## config.mk

```make
export PLATFORM = sky130hd
export DESIGN_NAME = sbtm_cfg
export DESIGN_NICKNAME = d
export VERILOG_FILES = /design/src/hw/rtl/assert_macros.svh /design/src/hw/rtl/sbtm_pkg.sv /design/src/hw/rtl/sbtm_cfg.sv
export SDC_FILE = /design/constraint.sdc
export NUM_CORES = 1
export LEC_CHECK = 0
export BUFFER_PORTS_ARGS = -buffer_cell sky130_fd_sc_hd__buf_2
export CORE_ASPECT_RATIO = 0.6
export CORE_MARGIN = 5
export CORE_UTILIZATION = 40
export CTS_CLUSTER_SIZE = 16
export DETAILED_ROUTE_END_ITERATION = 6
export GPL_ROUTABILITY_DRIVEN = 0
export PLACE_DENSITY = 0.7
export SYNTH_ARGS = -nofsm -noshare
export SYNTH_HDL_FRONTEND = slang
export SYNTH_SLANG_ARGS = --single-unit
```

## constraint.sdc

```tcl
create_clock -name clk_i -period 1.5 [get_ports clk_i]
set_input_delay 0.075 -clock clk_i [delete_from_list [all_inputs] [get_ports clk_i]]
set_output_delay 0.075 -clock clk_i [all_outputs]
set_load 0.02 [all_outputs]
```

## src/hw/rtl/assert_macros.svh

```systemverilog
// Assertion macros shared by the spectral taper mask RTL.
// Users must provide clk_i and rst_ni in the including scope.
`ifndef ASSERT_MACROS_SVH
`define ASSERT_MACROS_SVH

// Plain property, clocked on clk_i, disabled while reset is low.
`define SBTM_ASSERT(lbl, prop) \
  lbl: assert property (@(posedge clk_i) disable iff (!rst_ni) prop) \
    else $error("sbtm assertion failed");

// Same-cycle implication, clocked on clk_i, disabled while reset is low.
`define SBTM_ASSERT_IMP(lbl, ante, cons) \
  lbl: assert property (@(posedge clk_i) disable iff (!rst_ni) (ante) |-> (cons)) \
    else $error("sbtm implication failed");

`endif

```

## src/hw/rtl/sbtm_pkg.sv

```systemverilog
// Package for the spectral taper mask: types, constants and the Q30 product.
// No dependencies.
`timescale 1ns / 1ps
`default_nettype none

package sbtm_pkg;

  localparam int CFG_W    = 9;
  localparam int ADDR_W   = 5;
  localparam int PART_N   = 6;
  // Prep stage, one stage per quotient bit, six polynomial stages.
  localparam int DIV_BITS = 31;
  localparam int LANE_LAT = 1 + DIV_BITS + 6;

  localparam logic [15:0] ONE_Q15 = 16'd32768;
  localparam logic [30:0] Q30_ONE = 31'd1073741824;
  localparam logic [62:0] MUL30_RND = 63'd536870912;

  // Odd sine series coefficients in Q30.
  localparam logic [30:0] C1 = 31'd1686629713;
  localparam logic [30:0] C3 = 31'd693598668;
  localparam logic [30:0] C5 = 31'd85569306;
  localparam logic [30:0] C7 = 31'd5026995;
  localparam logic [30:0] C9 = 31'd172272;

  typedef enum logic [2:0] {
    REG_MASK_X, REG_MASK_Y, REG_MASK_Z, REG_ZERO_X, REG_ZERO_Y, REG_ZERO_Z
  } reg_idx_e;

  typedef struct packed {
    logic [CFG_W-1:0] mask_x;
    logic [CFG_W-1:0] mask_y;
    logic [CFG_W-1:0] mask_z;
    logic [CFG_W-1:0] zero_x;
    logic [CFG_W-1:0] zero_y;
    logic [CFG_W-1:0] zero_z;
  } cfg_t;

  // Vector parts in order real_x, imag_x, real_y, imag_y, real_z, imag_z.
  typedef logic [PART_N-1:0][31:0] part_arr_t;

  // Rounded Q30 product: (a*b + 2^29) >> 30.
  function automatic logic [31:0] mul30(input logic [30:0] a, input logic [30:0] b);
    logic [62:0] p;
    p = 63'(a) * 63'(b) + MUL30_RND;
    return p[61:30];
  endfunction

endpackage

`default_nettype wire

```

## src/hw/rtl/sbtm_cfg.sv

```systemverilog
// APB register file holding band widths and zero counts for the three axes.
// Depends on sbtm_pkg.
`timescale 1ns / 1ps
`default_nettype none

module sbtm_cfg (
  input  logic                       clk_i,
  input  logic                       rst_ni,
  input  logic                       psel,
  input  logic                       penable,
  input  logic                       pwrite,
  input  logic [sbtm_pkg::ADDR_W-1:0] paddr,
  input  logic [31:0]                pwdata,
  output logic [31:0]                prdata,
  output logic                       pready,
  output sbtm_pkg::cfg_t             cfg_o
);
  import sbtm_pkg::*;

  cfg_t             cfg_q;
  cfg_t             cfg_d;
  logic             wr_en;
  logic [CFG_W-1:0] rd_val;
  logic [CFG_W-1:0] wr_val;

  assign pready = 1'b1;
  assign wr_en  = psel && penable && pwrite;
  assign wr_val = pwdata[CFG_W-1:0];

  always_comb begin
    cfg_d = cfg_q;
    if (wr_en) begin
      case (paddr[4:2])
        REG_MASK_X: cfg_d.mask_x = wr_val;
        REG_MASK_Y: cfg_d.mask_y = wr_val;
        REG_MASK_Z: cfg_d.mask_z = wr_val;
        REG_ZERO_X: cfg_d.zero_x = wr_val;
        REG_ZERO_Y: cfg_d.zero_y = wr_val;
        REG_ZERO_Z: cfg_d.zero_z = wr_val;
        default: ;
      endcase
    end
  end

  always_comb begin
    case (paddr[4:2])
      REG_MASK_X: rd_val = cfg_q.mask_x;
      REG_MASK_Y: rd_val = cfg_q.mask_y;
      REG_MASK_Z: rd_val = cfg_q.mask_z;
      REG_ZERO_X: rd_val = cfg_q.zero_x;
      REG_ZERO_Y: rd_val = cfg_q.zero_y;
      REG_ZERO_Z: rd_val = cfg_q.zero_z;
      default:    rd_val = '0;
    endcase
  end

  assign prdata = 32'(rd_val);
  assign cfg_o  = cfg_q;

  always_ff @(posedge clk_i or negedge rst_ni) begin
    if (!rst_ni) begin
      cfg_q <= '0;
    end else begin
      cfg_q <= cfg_d;
    end
  end

endmodule

`default_nettype wire

```

# Word-level counts from Yosys, hierarchy flattened
# Index checks and enable logic that the tools add are counted.
# W data, S select, Z words.
[totals] word_cells=21 register_bits=54 input_bits=42 out_inout_bits=87
[op_classes] eq_ne=5 muxes=1 reduce_logical=9
[ops] op="$pmux W9 S6" count=1
[ops] op="$reduce_and A2 Y1" count=6
[ops] op="$eq A3 B2 Y1 const B" count=2
[ops] op="$eq A3 B3 Y1 const B" count=2
[ops] op="$eq A3 B1 Y1 const B" count=1
[ops] op="$logic_not A3 Y1" count=1
[ops] op="$logic_and A1 B1 Y1" count=2

# Logic depth before layout (Yosys ltp)
[depth] depth_word=3 mapped_depth=5 depth_no_buf=3

# Worst setup path after synthesis
# No wires, ideal clock.
[synth_path] path_type="input port to flip-flop" start="in paddr[4] in the netlist's numbering" end="reg cfg_q, in the netlist cfg_o[27]" path_stages=5 required_ns=1.375 slack_ns=0.228 arrival_time_ns=1.147 path_buffers=2 cell_sequence="buf_6 nand2b_1 buf_2 nor2_2 mux2_2"
[synth_between] elab_chain_cells=2
[synth_rtl] item="start: declaration" line_no="sbtm_cfg.sv:12" source="input logic [sbtm_pkg::ADDR_W-1:0] paddr,"
[synth_rtl] item="$eq A3 B2 Y1" line_no="sbtm_cfg.sv:33" source="case (paddr[4:2])"
[synth_rtl] item="$reduce_and A2 Y1 (no line)"
[synth_rtl] item="end signal: assignment" line_no="sbtm_cfg.sv:64" source="cfg_q <= cfg_d;"
[synth_rtl] item="end: declaration" line_no="sbtm_cfg.sv:20" source="cfg_t cfg_q;"
# Every way passes these cells.
# A chain may end at the register's enable or synchronous reset.

# Worst setup path in the final report
[layout_path] start="reg cfg_q, in the netlist cfg_o[29]" end="out prdata[2]"
[layout_between] elab_chain_cells=1
[layout_rtl] item="$pmux W9 S6" line_no="sbtm_cfg.sv:46" source="case (paddr[4:2])"
[layout_rtl] item="end: declaration" line_no="sbtm_cfg.sv:14" source="output logic [31:0] prdata,"
# Every way passes these cells.

==> impl_metrics.env <==
export IMPL_ir_worst_vdd_mv=0.637
export IMPL_syn_area_um2=2750
export IMPL_grt_util_all_layers_pct=16.5
export IMPL_outcome="finished with violations"
export IMPL_portBuffers=79
export IMPL_power_switching_uw=1590
export IMPL_crit_end="prdata[2]"
export IMPL_syn_inst=205
export IMPL_start_kind="flip-flop"
export IMPL_finalSetupTns_ps=-16.7
export IMPL_synth_top_cell_area_share_pct=49.2
export IMPL_io_pins=129
export IMPL_layout_drive_gt1_share_pct=58.0
export IMPL_pwr_share_clk_pct=27.6
export IMPL_first_pass_iters=4
export IMPL_grt_pass1_wl_um=10900
export IMPL_coreArea_um2=6680
export IMPL_crit_chain="mux2_2 -> a221oi_1 -> a31oi_1 -> buf_2"
export IMPL_syn_area_per_cell_um2=13.4
export IMPL_viasPerCell=4.97
export IMPL_r2r_start="cfg_o[36]"
export IMPL_power_frac_seq_pct=41.5
export IMPL_drv_cap=0
export IMPL_grt_max_degree=55
export IMPL_cts_tree="built"
export IMPL_largest_reg_flops=54
export IMPL_hold_class="primary input to flip-flop"
export IMPL_clk_latency_ps=280
export IMPL_leakage_uw=0.00179
export IMPL_grt_overflow_total=0
export IMPL_num_vias=1960
export IMPL_wl_per_cell_um=17.9
export IMPL_numCtsBuffers=5
export IMPL_required_ps=1420
export IMPL_setup_ws_ps=-16.7
export IMPL_final_area_um2=3500
export IMPL_yosysWarnings=0
export IMPL_worstHoldPathCells=2
export IMPL_syn_to_final_growth_pct=27.3
export IMPL_slowest_delay_ps=390
export IMPL_hold_viol=0
export IMPL_initial_core_util_pct=41.2
export IMPL_power_density_nw_per_um2=1350
export IMPL_ff2ff_path_depth=2
export IMPL_cts_root_buf="clkbuf_16"
export IMPL_die_h_um=74.2
export IMPL_finalCritPeriodShare_pct=101
export IMPL_slew_viol_final=0
export IMPL_cp_startpoint="cfg_o[29]"
export IMPL_grt_pass1_vias=1930
export IMPL_dieWidth_um=117
export IMPL_arrival_ps=1440
export IMPL_setup_viol_count_final=1
export IMPL_synth_top_area_cell="dfrtp_1"
export IMPL_cts_buffer_depth=2
export IMPL_drtIter0Drc=93
export IMPL_crit_type="flip-flop to output port"
export IMPL_p_sw_share_pct=33.7
export IMPL_place_hpwl_um=5300
export IMPL_synth_cell_types=25
export IMPL_final_antenna_net_count=0
export IMPL_seq_area_frac_synth_pct=49.2
export IMPL_worst_clock_skew_ps=0
export IMPL_finalCriticalPeriod_ps=1520
export IMPL_clk_pin_slew_worst_paths_ps=70
export IMPL_diodes=0
export IMPL_cp_end_kind="output port"
export IMPL_die_area_um2=8680
export IMPL_ys_seq_elements=54
export IMPL_rows=23
export IMPL_place_area_um2=3290
export IMPL_ys_top_cells_by_area="dfrtp_1, mux2_2, buf_4"
export IMPL_routed_wl_um=7060
export IMPL_antenna_found_initial=0
export IMPL_drc=0
export IMPL_comb_power_share_pct=30.8
export IMPL_violations="setup timing"
export IMPL_slowest_stage="dfrtp_1"
export IMPL_nets=348
export IMPL_timing_reg2reg_setup_slack_ps=630
export IMPL_regToRegEndpoint="cfg_o[36]"
export IMPL_htree_levels=2
export IMPL_critPathMaxFanout=3
export IMPL_p_int_uw=3130
export IMPL_rsz0062_at_grt="true"
export IMPL_fmax_mhz=659
export IMPL_cts_sinks=54
## per-stage QoR
stage	instances	util, %	power (uW)	setup slack, ps	hold slack, ps
finish	394	52.4	4720	-16.7	92.6
global route	394	52.4	4960	-55.2	89.1
CTS	394	52.3	4760	-8.85	83.8
detailed placement	383	49.3	3430	87.4	95.2
global placement	383	49.3	3390	94.5	93.3
floorplan	227	-	2910	228	-221
## area by class of cell
class / count / area [um2]
fillers: 564 / 3180
clock inverters: 2 / 37.5
multi-input cells: 140 / 1250
inverters: 1 / 3.75
well taps: 87 / 109
clock buffers: 6 / 129
flip-flops and latches: 54 / 1350
repair buffers: 104 / 619
## cell usage after synthesis (all sizes together)
master,instances
a221o,2
a221oi,3
a31oi,3
buf,32
conb,2
dfrtp,54
inv,1
mux2,60
mux2i,16
nand2,6
nand2b,2
nand3,2
nand4,1
nand4b,1
nor2,7
nor2b,1
nor3,2
o21ai,2
o221ai,4
or3,4
## kinds of logic (layout without fill, tap and decap cells)
kind of cell | after synthesis | count (layout) | synth area share (%)
flops | 54 | 54 | 49.2
mux | 76 | 76 | 30.4
compound gates | 14 | 14 | 4.01
other cells | 2 | 24 | 0.273
simple gates | 26 | 26 | 7.47
buf+inv | 33 | 113 | 8.65
## what timing repair did
item / in CTS / in global routing
setup buffers: 2 / 0
pin swaps: 0 / 1
setup endpoints to repair: 2 / 6
gates resized for setup: 2 / 4
hold buffers: 1 / 0
endpoints found under the hold margin: 54 / 0
## power groups by stage
| stage | clock network (uW) | logic, uW | registers [uW] |
|---|---|---|---|
| after floorplan | 0 | 601 | 2310 |
| final | 1300 | 1460 | 1960 |
| after detailed placement | 0 | 1440 | 1990 |
| after CTS | 1330 | 1470 | 1960 |
| after global routing | 1390 | 1570 | 2000 |
| after global placement | 0 | 1410 | 1980 |
## critical path: cells and delay by family, from the launching register on
family                 cells  cell delay (ps)
flip-flops                 1              390
AO/OA/AOI/OAI              2              320
multiplexers               1              270
buffers and inverters      1              170
## how the worst min path moves through the flow
stage	startpoint	slack, ps	to
5_1_grt	pwdata[2]	90	cfg_o[2]
6_report	pwdata[2]	90	cfg_o[29]
4_1_cts	pwdata[7]	80	cfg_o[43]
3_3_place_gp	rst_ni	90	cfg_o[50]
2_1_floorplan	rst_ni	-220	cfg_o[0]
3_5_place_dp	rst_ni	100	cfg_o[50]
## routing by layer
layer	share of wire, %	wire [um]	vias up	global-route usage (%)
li1	-	-	894	-
met1	48	3370	998	24.0
met2	43	3010	63	24.3
met3	9.0	632	5	4.88
met4	0.61	43	0	3.82
met5	0	0	-	0
## cells in the final DEF, fill, tap and decap left out, types with 3 or more instances in the layout
| cell | instances |
|---|---|
| mux2i_1 | 16 |
| clkbuf_16 | 5 |
| o221ai_1 | 4 |
| nor2_1 | 3 |
| nor2_4 | 3 |
| dfrtp_1 | 54 |
| or3_1 | 4 |
| nand2_1 | 6 |
| mux2_2 | 59 |
| conb_1 | 24 |
| buf_2 | 77 |
| buf_4 | 23 |
| a31oi_1 | 3 |
Note: power is estimated with default switching activity, not from simulation.
